===== src/design/uer_pkg.sv =====
// Shared types and constants for the ultrasonic echo ranger.
package uer_pkg;

    typedef enum logic [1:0] {
        PH_IDLE   = 2'd0,
        PH_TRIG   = 2'd1,
        PH_LISTEN = 2'd2
    } phase_t;

    localparam logic CFG_TRIGGER_TICKS = 1'b0;
    localparam logic CFG_TIMEOUT_TICKS = 1'b1;

    localparam int CFG_INDEX_W = 1;
    localparam int CFG_DATA_W  = 16;

    localparam logic [7:0]  TRIGGER_RESET = 8'd10;
    localparam logic [15:0] TIMEOUT_RESET = 16'd60000;

    // floor(e / 296) = floor((e >> 3) / 37); x / 37 = (x * 7085) >> 18 for x < 8192
    localparam logic [12:0] DIV_MUL   = 13'd7085;
    localparam int          DIV_SHIFT = 18;

    typedef struct packed {
        logic [7:0]  trigger_ticks;
        logic [15:0] timeout_ticks;
    } cfg_t;

    typedef struct packed {
        logic start_req;
        logic echo_level;
    } item_t;

    typedef struct packed {
        logic       trigger_level;
        logic       busy_res;
        logic       done_res;
        logic       timed_out;
        logic [7:0] distance;
    } result_t;

endpackage


===== src/design/uer_if.sv =====
// Channel interfaces for tick samples and ranging results.
interface uer_in_if;
    logic valid;
    logic ready;
    logic start_req;
    logic echo_level;

    modport source (output valid, output start_req, output echo_level, input ready);
    modport sink (input valid, input start_req, input echo_level, output ready);
endinterface

interface uer_out_if;
    logic       valid;
    logic       ready;
    logic       trigger_level;
    logic       busy_res;
    logic       done_res;
    logic       timed_out;
    logic [7:0] distance;

    modport source (output valid, output trigger_level, output busy_res, output done_res,
                    output timed_out, output distance, input ready);
    modport sink (input valid, input trigger_level, input busy_res, input done_res,
                  input timed_out, input distance, output ready);
endinterface


===== src/design/uer_cfg_regs.sv =====
// Configuration registers: trigger length and listen timeout.
module uer_cfg_regs (
    input  logic                               clk,
    input  logic                               rst_n,
    input  logic                               cfg_we,
    input  logic [uer_pkg::CFG_INDEX_W-1:0]    cfg_index,
    input  logic [uer_pkg::CFG_DATA_W-1:0]     cfg_wdata,
    output uer_pkg::cfg_t                      cfg
);

    logic [7:0]  trigger_reg;
    logic [15:0] timeout_reg;

    always_ff @(posedge clk or negedge rst_n)
    begin
        if (!rst_n)
        begin
            trigger_reg <= uer_pkg::TRIGGER_RESET;
            timeout_reg <= uer_pkg::TIMEOUT_RESET;
        end
        else if (cfg_we)
        begin
            unique case (cfg_index)
                uer_pkg::CFG_TRIGGER_TICKS: trigger_reg <= cfg_wdata[7:0];
                uer_pkg::CFG_TIMEOUT_TICKS: timeout_reg <= cfg_wdata[15:0];
                default: ;
            endcase
        end
    end

    assign cfg.trigger_ticks = trigger_reg;
    assign cfg.timeout_ticks = timeout_reg;

endmodule


===== src/design/uer_in_reg.sv =====
// Input register for one tick transaction.
module uer_in_reg (
    input  logic            clk,
    input  logic            rst_n,
    uer_in_if.sink          sample,
    input  logic            advance,
    output logic            item_valid,
    output uer_pkg::item_t  item
);

    logic           valid_reg;
    logic           valid_next;
    uer_pkg::item_t item_reg;
    logic           take;

    assign sample.ready = !valid_reg || advance;
    assign take         = sample.valid && sample.ready;

    always_comb
    begin
        valid_next = valid_reg;
        if (take)
            valid_next = 1'b1;
        else if (advance)
            valid_next = 1'b0;
    end

    always_ff @(posedge clk or negedge rst_n)
    begin
        if (!rst_n)
            valid_reg <= 1'b0;
        else
            valid_reg <= valid_next;
    end

    always_ff @(posedge clk)
    begin
        if (take)
        begin
            item_reg.start_req  <= sample.start_req;
            item_reg.echo_level <= sample.echo_level;
        end
    end

    assign item_valid = valid_reg;
    assign item       = item_reg;

endmodule


===== src/design/uer_core.sv =====
// Ranging state machine, distance scaling and result register.
module uer_core #(
    parameter int COUNT_WIDTH = 16
) (
    input  logic            clk,
    input  logic            rst_n,
    input  uer_pkg::cfg_t   cfg,
    input  logic            item_valid,
    input  uer_pkg::item_t  item,
    output logic            advance,
    uer_out_if.source       result
);

    localparam logic [COUNT_WIDTH-1:0] CNT_MAX = {COUNT_WIDTH{1'b1}};

    uer_pkg::phase_t          phase_reg, phase_next;
    logic [COUNT_WIDTH-1:0]   tick_reg, tick_next;
    logic                     echo_seen_reg, echo_seen_next;
    logic [7:0]               dist_reg, dist_next;

    logic                     out_valid_reg;
    uer_pkg::result_t         res_reg;
    uer_pkg::result_t         res_next;

    logic [7:0]               trig_len;
    logic [COUNT_WIDTH-1:0]   cnt_inc;
    logic [31:0]              cnt_ext;
    logic [15:0]              elapsed;
    logic [25:0]              prod;
    logic                     done;
    logic                     tmo;

    assign advance  = item_valid && (!out_valid_reg || result.ready);
    assign trig_len = (cfg.trigger_ticks == 8'd0) ? 8'd1 : cfg.trigger_ticks;
    assign cnt_inc  = (tick_reg == CNT_MAX) ? tick_reg : tick_reg + COUNT_WIDTH'(1);
    assign cnt_ext  = 32'(cnt_inc);
    assign elapsed  = (cnt_ext > 32'hFFFF) ? 16'hFFFF : cnt_ext[15:0];
    assign prod     = 26'(elapsed[15:3]) * 26'(uer_pkg::DIV_MUL);

    always_comb
    begin
        phase_next     = phase_reg;
        tick_next      = tick_reg;
        echo_seen_next = echo_seen_reg;
        dist_next      = dist_reg;
        done           = 1'b0;
        tmo            = 1'b0;
        res_next       = '0;
        unique case (phase_reg)
            uer_pkg::PH_TRIG:
            begin
                res_next.trigger_level = 1'b1;
                res_next.busy_res      = 1'b1;
                tick_next              = cnt_inc;
                if (cnt_ext >= 32'(trig_len))
                begin
                    phase_next     = uer_pkg::PH_LISTEN;
                    tick_next      = '0;
                    echo_seen_next = 1'b0;
                end
            end
            uer_pkg::PH_LISTEN:
            begin
                res_next.busy_res = 1'b1;
                tick_next         = cnt_inc;
                if (item.echo_level)
                    echo_seen_next = 1'b1;
                else if (echo_seen_reg)
                begin
                    dist_next = prod[uer_pkg::DIV_SHIFT +: 8];
                    done      = 1'b1;
                end
                if (!done && (cnt_ext >= 32'(cfg.timeout_ticks) || cnt_inc == CNT_MAX))
                begin
                    done = 1'b1;
                    tmo  = 1'b1;
                end
                if (done)
                begin
                    phase_next     = uer_pkg::PH_IDLE;
                    tick_next      = '0;
                    echo_seen_next = 1'b0;
                end
            end
            default:
            begin
                phase_next = uer_pkg::PH_IDLE;
                if (item.start_req)
                begin
                    res_next.trigger_level = 1'b1;
                    res_next.busy_res      = 1'b1;
                    if (trig_len == 8'd1)
                    begin
                        phase_next     = uer_pkg::PH_LISTEN;
                        tick_next      = '0;
                        echo_seen_next = 1'b0;
                    end
                    else
                    begin
                        phase_next = uer_pkg::PH_TRIG;
                        tick_next  = COUNT_WIDTH'(1);
                    end
                end
            end
        endcase
        res_next.done_res  = done;
        res_next.timed_out = tmo;
        res_next.distance  = dist_next;
    end

    always_ff @(posedge clk or negedge rst_n)
    begin
        if (!rst_n)
        begin
            phase_reg     <= uer_pkg::PH_IDLE;
            tick_reg      <= '0;
            echo_seen_reg <= 1'b0;
            dist_reg      <= 8'd0;
            out_valid_reg <= 1'b0;
        end
        else
        begin
            if (advance)
            begin
                phase_reg     <= phase_next;
                tick_reg      <= tick_next;
                echo_seen_reg <= echo_seen_next;
                dist_reg      <= dist_next;
                out_valid_reg <= 1'b1;
            end
            else if (result.ready)
                out_valid_reg <= 1'b0;
        end
    end

    always_ff @(posedge clk)
    begin
        if (advance)
            res_reg <= res_next;
    end

    assign result.valid         = out_valid_reg;
    assign result.trigger_level = res_reg.trigger_level;
    assign result.busy_res      = res_reg.busy_res;
    assign result.done_res      = res_reg.done_res;
    assign result.timed_out     = res_reg.timed_out;
    assign result.distance      = res_reg.distance;

`ifndef SYNTH
    a_tmo_with_done: assert property (@(posedge clk) disable iff (!rst_n)
        out_valid_reg && res_reg.timed_out |-> res_reg.done_res && res_reg.busy_res)
        else $error("timeout reported without done");

    a_done_to_idle: assert property (@(posedge clk) disable iff (!rst_n)
        advance && done |=> phase_reg == uer_pkg::PH_IDLE && tick_reg == '0)
        else $error("measurement end did not return to idle");

    a_dist_hold: assert property (@(posedge clk) disable iff (!rst_n)
        advance && !(done && !tmo) |=> dist_reg == $past(dist_reg))
        else $error("distance changed without an echo measurement");

    // trigger length may shrink mid-trigger, so only the absolute bound holds
    a_trig_count: assert property (@(posedge clk) disable iff (!rst_n)
        phase_reg == uer_pkg::PH_TRIG |-> tick_reg != '0 && 32'(tick_reg) < 32'd255)
        else $error("trigger count out of range");
`endif

endmodule


===== src/design/ultrasonic_echo_ranger_unit.sv =====
// Top level of the ultrasonic echo ranger.
//
// channel   dir  handshake      payload
// sample    in   valid/ready    start_req, echo_level (one tick)
// result    out  valid/ready    trigger_level, busy_res, done_res, timed_out, distance
// cfg       in   cfg_we         cfg_index, cfg_wdata
//
// One result transaction per sample transaction, one per cycle sustained while result is ready.
// A sample passes the input register, then the state update and result register.
// The distance multiply (13 x 13 bits) sits in the state update stage.
// rst_n clears state to idle with zero distance and loads register defaults.
// A stalled result holds its register; the input register takes one more sample,
// then drops ready until the result is taken.
module ultrasonic_echo_ranger_unit #(
    parameter int COUNT_WIDTH = 16
) (
    input  logic                            clk,
    input  logic                            rst_n,
    uer_in_if.sink                          sample,
    uer_out_if.source                       result,
    input  logic                            cfg_we,
    input  logic [uer_pkg::CFG_INDEX_W-1:0] cfg_index,
    input  logic [uer_pkg::CFG_DATA_W-1:0]  cfg_wdata
);

    uer_pkg::cfg_t  cfg;
    uer_pkg::item_t item;
    logic           item_valid;
    logic           advance;

    uer_cfg_regs u_cfg (
        .clk       (clk),
        .rst_n     (rst_n),
        .cfg_we    (cfg_we),
        .cfg_index (cfg_index),
        .cfg_wdata (cfg_wdata),
        .cfg       (cfg)
    );

    uer_in_reg u_in (
        .clk        (clk),
        .rst_n      (rst_n),
        .sample     (sample),
        .advance    (advance),
        .item_valid (item_valid),
        .item       (item)
    );

    uer_core #(
        .COUNT_WIDTH (COUNT_WIDTH)
    ) u_core (
        .clk        (clk),
        .rst_n      (rst_n),
        .cfg        (cfg),
        .item_valid (item_valid),
        .item       (item),
        .advance    (advance),
        .result     (result)
    );

endmodule


===== src/flat_wrapper.sv =====
// flat-port wrapper written by rule: the top's interface ports become plain ports
module ultrasonic_echo_ranger_unit_flat 
#(
    parameter int COUNT_WIDTH = 16
)
  (clk, rst_n, cfg_we, cfg_index, cfg_wdata, sample_valid, sample_start_req, sample_echo_level, sample_ready, result_valid, result_trigger_level, result_busy_res, result_done_res, result_timed_out, result_distance, result_ready);
  uer_in_if sample_i ();
  uer_out_if result_i ();
  input  logic clk;
  input  logic rst_n;
  input  logic cfg_we;
  input  logic [uer_pkg::CFG_INDEX_W-1:0] cfg_index;
  input  logic [uer_pkg::CFG_DATA_W-1:0] cfg_wdata;
  input wire logic [$bits(sample_i.valid)-1:0] sample_valid;
  input wire logic [$bits(sample_i.start_req)-1:0] sample_start_req;
  input wire logic [$bits(sample_i.echo_level)-1:0] sample_echo_level;
  output wire logic [$bits(sample_i.ready)-1:0] sample_ready;
  output wire logic [$bits(result_i.valid)-1:0] result_valid;
  output wire logic [$bits(result_i.trigger_level)-1:0] result_trigger_level;
  output wire logic [$bits(result_i.busy_res)-1:0] result_busy_res;
  output wire logic [$bits(result_i.done_res)-1:0] result_done_res;
  output wire logic [$bits(result_i.timed_out)-1:0] result_timed_out;
  output wire logic [$bits(result_i.distance)-1:0] result_distance;
  input wire logic [$bits(result_i.ready)-1:0] result_ready;
  assign sample_i.valid = sample_valid;
  assign sample_i.start_req = sample_start_req;
  assign sample_i.echo_level = sample_echo_level;
  assign sample_ready = sample_i.ready;
  assign result_valid = result_i.valid;
  assign result_trigger_level = result_i.trigger_level;
  assign result_busy_res = result_i.busy_res;
  assign result_done_res = result_i.done_res;
  assign result_timed_out = result_i.timed_out;
  assign result_distance = result_i.distance;
  assign result_i.ready = result_ready;
  ultrasonic_echo_ranger_unit #(.COUNT_WIDTH(COUNT_WIDTH)) u_core (.clk(clk), .rst_n(rst_n), .sample(sample_i), .result(result_i), .cfg_we(cfg_we), .cfg_index(cfg_index), .cfg_wdata(cfg_wdata));
endmodule

===== config.mk =====
export PLATFORM = sky130hd
export DESIGN_NAME = ultrasonic_echo_ranger_unit_flat
export DESIGN_NICKNAME = d
export VERILOG_FILES = /design/src/design/uer_pkg.sv /design/src/design/uer_if.sv /design/src/design/uer_cfg_regs.sv /design/src/design/uer_in_reg.sv /design/src/design/uer_core.sv /design/src/design/ultrasonic_echo_ranger_unit.sv /design/src/flat_wrapper.sv
export SDC_FILE = /design/constraint.sdc
export NUM_CORES = 1
export LEC_CHECK = 0
export BUFFER_PORTS_ARGS = -buffer_cell sky130_fd_sc_hd__buf_2
export CORE_MARGIN = 3
export CORE_UTILIZATION = 35
export CTS_BUF_LIST = sky130_fd_sc_hd__clkbuf_8
export CTS_CLUSTER_DIAMETER = 80
export CTS_CLUSTER_SIZE = 25
export DETAILED_ROUTE_END_ITERATION = 6
export SLEW_MARGIN = 10
export SYNTH_ARGS = -nofsm -noshare
export SYNTH_HDL_FRONTEND = slang
export SYNTH_SLANG_ARGS = --single-unit

===== constraint.sdc =====
create_clock -name clk -period 7.2 [get_ports clk]
set_clock_uncertainty 0.2 [all_clocks]
set_input_delay 0.72 -clock clk [delete_from_list [all_inputs] [get_ports clk]]
set_output_delay 0.72 -clock clk [all_outputs]
set_load 0.01 [all_outputs]

After elaboration in Yosys (flattened, before gate mapping)
Cells that the tools add are included.
- add/subtract/negate cells: 1
- $mul: 1
- magnitude comparators: 3
- eq/ne operators: 8
- muxes and demuxes: 34
- bitwise logic cells: 1
- reduce and logical (&&, ||, !) cells: 20
- operator list (kind ; number):
    2-to-1 mux 16 bit ; 5
    == test 16 bit (second input constant) ; 2
    2-to-1 mux 8 bit ; 4
    case mux 16 bit (2 select lines) ; 1
    multiplier 13 x 13 -> 26 bit (second input constant) ; 1
    adder 16 x 1 -> 16 bit (second input constant) ; 1
    >= comparator 16 bit ; 1
    >= comparator 16 x 8 -> 1 bit ; 1
    > comparator 16 bit (second input constant) ; 1
    2-to-1 mux 1 bit ; 16
    2-to-1 mux 2 bit ; 5
    == test 8 x 1 -> 1 bit (second input constant) ; 1
    zero test 8 bit ; 1
    AND reduction 2 bit ; 3
    nonzero test 3 bit ; 2
    AND reduction 5 bit ; 1
    != test 2 bit (second input constant) ; 2
    case mux 1 bit (2 select lines) ; 2
    case mux 2 bit (2 select lines) ; 1
    nonzero test 2 bit ; 2
    logical AND 1 bit ; 3
    zero test 1 bit ; 3
    logical OR 1 bit ; 3
    != test 3 x 2 -> 1 bit (second input constant) ; 1
    other kinds (5) ; 5
- register bits: 67
- bits of input ports: 24

Logic depth before layout (Yosys ltp)
Gate-level depths: netlist of run 1.
- depth in word-level cells: 9
- gate-level depth with buffers: 28
- mapped depth without buffers: 27

Hierarchy
Synthesis of run 1 repeated with hierarchy kept, for this count alone.
- cells, all modules: 718
- area total of the unflattened synthesis: 7226.9 µm²
- modules (own cells, without submodules) (module ; instances ; cells each ; area an instance (µm²)):
    uer_core ; 1 ; 660 ; 6203.4
    uer_cfg_regs ; 1 ; 52 ; 909.6
    uer_in_reg ; 1 ; 6 ; 113.9

Worst setup path after synthesis of run 1
OpenSTA, ideal clock, no wires.
- kind: reg-to-reg
- from: register u_core.u_core.tick_reg[1]
- to: register u_core.u_core.res_reg, in the netlist u_core.u_core.result.distance[5] (data pin)
- setup time: 0.269 ns
- data arrival time: 6.349 ns
- slack: 0.382 ns
- stages on the path, launching flop included: 26
- path buffers: 0
- cells stage by stage: dfrtp_1 ha_1 nand3_2 nor3_1 mux2i_2 inv_1 xnor2_1 inv_1 ha_1 inv_1 fa_1 inv_1 fa_1 fa_1 inv_1 fa_1 inv_1 ha_1 nand4_1 inv_1 a221oi_1 a211oi_1 or3_1 a21oi_1 xor2_1 o21ai_0
- cells in the longest elaborated chain, start to end: 8
- elaborated cells between the ends (all ways): 9
- those cells by class: add/sub (1); mul (1); order compare (1); eq/ne (1); mux (5)
- RTL lines (item ; RTL line ; text):
    start: declaration ; uer_core.sv:17 ; logic [COUNT_WIDTH-1:0] tick_reg, tick_next;
    start signal: assignment ; uer_core.sv:126 ; tick_reg <= tick_next;
    adder 16 x 1 -> 16 bit or == test 16 bit (tied branches) ; uer_core.sv:35 ; assign cnt_inc = (tick_reg == CNT_MAX) ? tick_reg : tick_reg + COUNT_WIDTH'(1);
    2-to-1 mux 16 bit * ; uer_core.sv:35 ;
    > comparator 16 bit ; uer_core.sv:37 ; assign elapsed = (cnt_ext > 32'hFFFF) ? 16'hFFFF : cnt_ext[15:0];
    2-to-1 mux 16 bit * ; uer_core.sv:37 ;
    multiplier 13 x 13 -> 26 bit * ; uer_core.sv:38 ; assign prod = 26'(elapsed[15:3]) * 26'(uer_pkg::DIV_MUL);
    2-to-1 mux 8 bit * ; uer_core.sv:68 ; else if (echo_seen_reg)
    2-to-1 mux 8 bit * ; uer_core.sv:66 ; if (item.echo_level)
    2-to-1 mux 8 bit * ; uer_core.sv:49 ; unique case (phase_reg)
    net u_core.u_core.dist_next[5] ; uer_core.sv:19 ; logic [7:0] dist_reg, dist_next;
    end signal: assignment ; uer_core.sv:139 ; res_reg <= res_next;
    end: declaration ; uer_core.sv:22 ; uer_pkg::result_t res_reg;
The timed path passes the listed nets; every way through them passes the cells marked *.
A chain may end at the register's enable or synchronous reset.

Worst setup path in the final report of run 1
Same ends and word-level chain as after synthesis.

==> flow_summary.yaml, run 1 <==
floorplan:
  fp-row-count: 50
  placeableCoreArea_um2: 19000
  ioPinCount: 38
  start_util_pct: 36.2
  dieWidth_um: 146
  dieArea_um2: 21400
  die_y_um: 146
detailed_routing:
  vias: 4922
  wirelength_um: 15300
  ant_nets: 0
  drcViolationCount: 0
  wl_per_cell_um: 14.9
  drt_iter0_drc: 304
  firstDrtPassIters: 5
  vias_per_cell: 4.79
place:
  place_congestion: 0.920
  io_buffers: 37
  dpl_worst_slack_ns: 0.0430
  hpwl_um: 12700
  placed_cell_area_um2: 7530
pwr:
  intPower_mw: 0.735
  pwr-share-clk_pct: 33.2
  swShare_pct: 31.6
  p_switching_mw: 0.340
  seq_power_share_pct: 42.9
  ir_drop_mv: 0.124
  finalPower_mw: 1.08
  pwr_density_cell_nw_per_um2: 137
  p_leak_nw: 4.17
  comb_power_share_pct: 23.9
synth:
  synthCells: 700
  synth_top_cells_by_count: "138 x inv_1, 103 x ha_1, 66 x nand2_1, 60 x fa_1, 44 x dfrtp_1"
  synth_ff_type: "dfrtp_1"
  syn_area_um2: 6880
  yosys-top-cells-area: "ha_1 19%, fa_1 17%, dfrtp_1 16%, inv_1 7.5%, edfxtp_1 6.1%"
  postSynthAreaPerCell_um2: 9.83
  synth-async-reset-ratio_pct: 79.1
  yosysWarnings: 0
  synth_most_common_cell: "inv_1"
  synth.distinct_cells: 64
  ys_seq_area_share_pct: 25.6
  ys_ff_latch: 67
  yosys.area.top_type_share_pct: 18.7
  synth_edf_count: 14
  syn_nets: 887
  yosys.area.top_type: "ha_1"
sta:
  clock.fmax_mhz: 147
  min_period_over_period_pct: 94.7
  worstMarginPinSlew_ns: 0.902
  period_needed_ns: 6.82
  setup_violations: 0
  rsz0062_at_grt: "no"
  worst_slack_ns: 0.381
  hold_ws_ns: 0.281
  max_slew_margin_pct: 39.8
  hold_viol_final: 0
  fin_tns_setup_ns: 0
  finalMaxSlewViolations: 0
finish:
  n_fill_cell: 1891
  diodes: 0
  nNetsFinal: 949
  drive_above_1_share_pct: 18.1
  fin_area_um2: 7830
  area_delta_synth_final_pct: 13.8
clocking:
  cts-root-buf: "clkbuf_8"
  cts_hold_buf: 0
  clockBufferDepth: 2
  worstSkewPairLatency_ns: 0.35
  cts_buffers: 9
  cts_tree: "done"
  cts.clk_slew.worst_paths_ns: 0.08
  htree_levels: 3
  cts.sinks: 67
setup_path:
  cp_max_fo: 6
  r2r_cells: 23
  startpoint: "u_core.u_core.tick_reg[1]"
  arrival_ns: 6.70
  criticalPathCategory: "reg -> reg"
  timing.rr.start: "u_core.u_core.tick_reg[1]"
  cpPeakStageDelay_ns: 0.61
  cp_cell_sequence: "ha_4 -> nand3_2 -> or4_4 -> a21oi_1 -> inv_2 -> ha_1 -> ha_1 -> or2_2 -> ha_1 -> fa_1 -> fa_1 -> inv_1 -> fa_1 -> inv_1 -> ha_1 -> a21o_1 -> nor2_1 -> o31a_1 -> a211oi_1 -> or3_1 -> a21oi_2 -> xor2_1 -> o21ai_0"
  cp.required_ns: 7.08
  cp_common_cell: "ha_1"
  start_kind: "register"
  crit_slowest_cell: "or4_4"
  worst_setup_path_end_kind: "register"
grt:
  grt.overflow.total: 0
  grt_pass1_wl_um: 25900
  grt.total_usage_pct: 14.9
  grt_pass1_vias: 5064
  grt_max_degree: 54
  antenna_found_initial: 0
flow_run:
  maxCapViolCount: 0
hold_path:
  hold_class: "in -> async"
status:
  status: "finished, final reports clean"
-- cell type report --
cell class              count  area (um^2)  share of cell area [%]
inverters                 138          518                    6.61
clock buffers               9          124                    1.58
clock inverters             7          100                    1.28
flip-flops and latches     67         1760                    22.5
repair buffers             69          425                    5.43
well taps                 260          325                    4.15
multi-input cells         477         4580                    58.5
-- cell usage in the layout, fill, tap and decap left out, types with 4 or more instances in the layout --
cell,instances
xnor2_1,20
clkbuf_8,9
o2111ai_1,5
nor2_1,13
a21o_1,7
o21ai_1,12
o21ai_0,34
edfxtp_1,14
or3_1,4
a31oi_1,4
a21oi_1,16
inv_1,137
nand2b_1,12
mux2_2,18
xor2_1,7
nor3_1,5
and3_1,5
buf_2,37
buf_4,32
fa_1,60
nand2_1,66
nand3_1,13
dfrtp_1,42
ha_1,101
dfstp_2,9
nand4_1,4
-- worst max-delay path: cells and delay by family (launching register included) --
family | cells | cell delay, ns
AOI/OAI and AO/OA | 6 | 1.03
xor gates and xnor gates | 1 | 0.17
adders and majority gates | 8 | 2.91
buffers and inverters | 3 | 0.23
DFF | 1 | 0.42
and+or+nand+nor | 5 | 1.57
-- power groups by stage --
stage	logic [mW]	registers, mW	clock network (mW)
2_1_floorplan	0.186	0.462	0
3_3_place_gp	0.250	0.465	0
3_5_place_dp	0.255	0.466	0
4_1_cts	0.256	0.459	0.368
5_1_grt	0.296	0.466	0.384
6_report	0.257	0.461	0.358
-- per-layer routing --
metal / global-route usage, % / up-vias / share of wire [%]
li1: - / 2458 / -
met1: 21.2 / 2371 / 48
met2: 24.3 / 86 / 48
met3: 2.48 / 7 / 3.5
met4: 2.54 / 0 / 0.50
met5: 0 / - / 0
-- path summary, 6_finish.rpt --
check / to / slack (ns)
setup / recovery: u_core.u_core.result.distance[5] / 0.38
hold / removal: u_core.u_core.dist_reg[0] / 0.28
setup reg to reg: u_core.u_core.result.distance[5] / 0.38
hold reg to reg: u_core.u_core.result.valid / 0.29
max in group asynchronous: u_core.u_core.tick_reg[1] / 5.97
min in group clk: u_core.u_core.result.valid / 0.29
-- per-stage QoR --
step                      std cells  utilization [%]
after floorplan                 700                -
after global placement         1009             39.6
after detailed placement       1009             39.6
after CTS                      1025             40.8
after global routing           1027             41.2
final                          1027             41.2
-- kinds of logic (layout without fill, tap and decap cells) --
group | Yosys count | in the layout | synth area share (%)
XOR/XNOR | 28 | 28 | 3.56
adder cells (fa/ha/maj) | 166 | 166 | 36.6
AO/OA/AOI/OAI | 110 | 110 | 10.7
buffers and inverters | 156 | 223 | 8.78
AND/OR/NAND/NOR | 150 | 150 | 11.0
flip-flops | 67 | 67 | 25.6
multiplexers | 23 | 23 | 3.75
-- timing repair --
item / CTS / global route
resized for setup: 0 / 15
endpoints found under the setup margin: 0 / 15
buffers inserted: 0 / 2
Power figures use the tool's default switching activity.
==> run 2: changes to the inputs <==
--- a/config.mk
+++ b/config.mk
@@ -12,6 +12,7 @@
 export CTS_CLUSTER_DIAMETER = 80
 export CTS_CLUSTER_SIZE = 25
 export DETAILED_ROUTE_END_ITERATION = 6
+export PLACE_DENSITY = 0.59
 export SLEW_MARGIN = 10
 export SYNTH_ARGS = -nofsm -noshare
 export SYNTH_HDL_FRONTEND = slang
==> flow_summary.yaml, run 2 (synthesis gave the netlist of run 1 again) <==
detailed_routing:
  wl_per_cell_um: 14.9
  drt_iter0_drc: 249
  vias: 4927
  wirelength_um: 15300
  vias_per_cell: 4.79
  drcViolationCount: 0
  firstDrtPassIters: 5
  ant_nets: 0
status:
  status: "finished, final reports clean"
pwr:
  comb_power_share_pct: 25.0
  pwr_density_cell_nw_per_um2: 134
  p_leak_nw: 4.17
  ir_drop_mv: 0.135
  p_switching_mw: 0.349
  intPower_mw: 0.700
  pwr-share-clk_pct: 31.0
  seq_power_share_pct: 44.0
  swShare_pct: 33.3
setup_path:
  start_kind: "register"
  arrival_ns: 6.70
  cp_max_fo: 6
  worst_setup_path_end_kind: "register"
  timing.rr.start: "u_core.u_core.tick_reg[13]"
  r2r_slack_ns: 0.39
  r2r_cells: 24
  criticalPathCategory: "reg -> reg"
  cp.required_ns: 7.09
  startpoint: "u_core.u_core.tick_reg[13]"
  timing.rr.end: "u_core.u_core.result.distance[5]"
grt:
  grt_pass1_wl_um: 25500
  antenna_found_initial: 0
  grt.total_usage_pct: 14.7
  grt_pass1_vias: 4891
  grt.overflow.total: 0
  grt_max_degree: 54
clocking:
  cts.sinks: 67
  clockBufferDepth: 2
  cts_buffers: 9
  cts_tree: "done"
  cts_hold_buf: 0
  worstSkewPairLatency_ns: 0.35
  cts-root-buf: "clkbuf_8"
  htree_levels: 3
  cts.clk_slew.worst_paths_ns: 0.08
finish:
  nNetsFinal: 950
  diodes: 0
  area_delta_synth_final_pct: 13.9
  post-route-util_pct: 41.2
  fin_cells: 1028
  seqCellArea_um2: 1760
  final_common_cell: "inv_1"
  drive_above_1_share_pct: 18.1
  fin_area_um2: 7830
  multiInputGateArea_um2: 4600
  final_cell_mix: "138 x inv_1, 101 x ha_1, 66 x nand2_1, 60 x fa_1, 43 x dfrtp_1"
  n_fill_cell: 1905
sta:
  max_slew_margin_pct: 37.5
  finalMaxSlewViolations: 0
  clock.fmax_mhz: 147
  period_needed_ns: 6.81
  worstMarginPinSlew_ns: 0.938
  min_period_over_period_pct: 94.6
  hold_viol_final: 0
  setup_violations: 0
  hold_ws_ns: 0.283
place:
  io_buffers: 37
  placed_cell_area_um2: 7540
  dp_cells: 1010
  hpwl_um: 12600
  place_congestion: 0.903
floorplan:
  ioPinCount: 38
  die_y_um: 146
  placeableCoreArea_um2: 19000
  start_util_pct: 36.2
  fp-row-count: 50
  dieArea_um2: 21400
  dieWidth_um: 146
hold_path:
  hold_class: "in -> async"
flow_run:
  maxCapViolCount: 0
[run 2: cell count changes in the layout (fill, tap and decap cells not counted), sizes merged]
cell / change
clkinv: -1
bufinv: -1
clkinvlp: +2
buf: +1
[run 2: how the worst max path moves through the flow]
| stage | end | slack (ns) | cells after the start |
|---|---|---|---|
| after floorplan | u_core.u_core.result.distance[5] | 0.38 | 25 |
| after global placement | u_core.u_core.result.distance[5] | 0.05 | 25 |
| after detailed placement | u_core.u_core.result.distance[5] | -0.04 | 25 |
| after CTS | u_core.u_core.result.distance[5] | 0.15 | 24 |
| after global routing | u_core.u_core.result.distance[5] | -0.02 | 23 |
| final | u_core.u_core.result.distance[5] | 0.39 | 24 |
[run 2: metal layers]
metal  GRT usage, %  vias to the layer above  share of wire (%)
met5              0                        -                  0
met4           2.30                        0               0.72
met3           2.27                       12                2.8
met2           24.1                       71                 48
met1           21.0                     2384                 49
li1               -                     2460                  -
[run 2: what timing repair did]
action                                  CTS  global route
hold endpoints to repair                  0             0
endpoints found under the setup margin    1            12
setup buffers                             0             2
gates resized for setup                   1            14
pin swaps                                 0             4
[run 2: power groups by stage]
| stage | clock network, mW | logic [mW] | registers, mW |
|---|---|---|---|
| global route | 0.352 | 0.301 | 0.468 |
| finish | 0.325 | 0.262 | 0.461 |
| CTS | 0.332 | 0.259 | 0.459 |
| global placement | 0 | 0.254 | 0.465 |
| floorplan | 0 | 0.186 | 0.462 |
| detailed placement | 0 | 0.258 | 0.466 |
[run 2: per-stage QoR]
step	setup WS, ns	power [mW]	TNS (ns)
global placement	0.0535	0.719	0
global route	-0.0156	1.12	-0.0156
detailed placement	-0.0399	0.724	-0.0399
floorplan	0.382	0.648	0
CTS	0.153	1.05	0
finish	0.389	1.05	0
[run 2: cell type report]
| class | count | area share, % |
|---|---|---|
| timing repair buffer | 70 | 5.53 |
| tap | 260 | 4.15 |
| clock buffer | 9 | 1.58 |
| multi-input combinational | 477 | 58.7 |
| inverter | 138 | 6.61 |
| sequential | 67 | 22.5 |
| clock inverter | 7 | 0.974 |
[run 2: critical path, cell delays in order, from the launching register on]
cell	delay, ns
dfrtp_1	0.43
nand3_1	0.28
or4_4	0.62
nor2_2	0.13
nor3b_1	0.07
xnor2_1	0.14
inv_1	0.10
ha_2	0.22
inv_1	0.07
fa_1	0.50
inv_1	0.06
fa_1	0.50
fa_1	0.55
inv_1	0.06
fa_1	0.53
inv_1	0.04
ha_1	0.30
a21o_1	0.16
a21o_1	0.20
a221oi_4	0.34
a211oi_1	0.15
or3_1	0.40
a21oi_1	0.20
xor2_1	0.20
o21ai_0	0.10
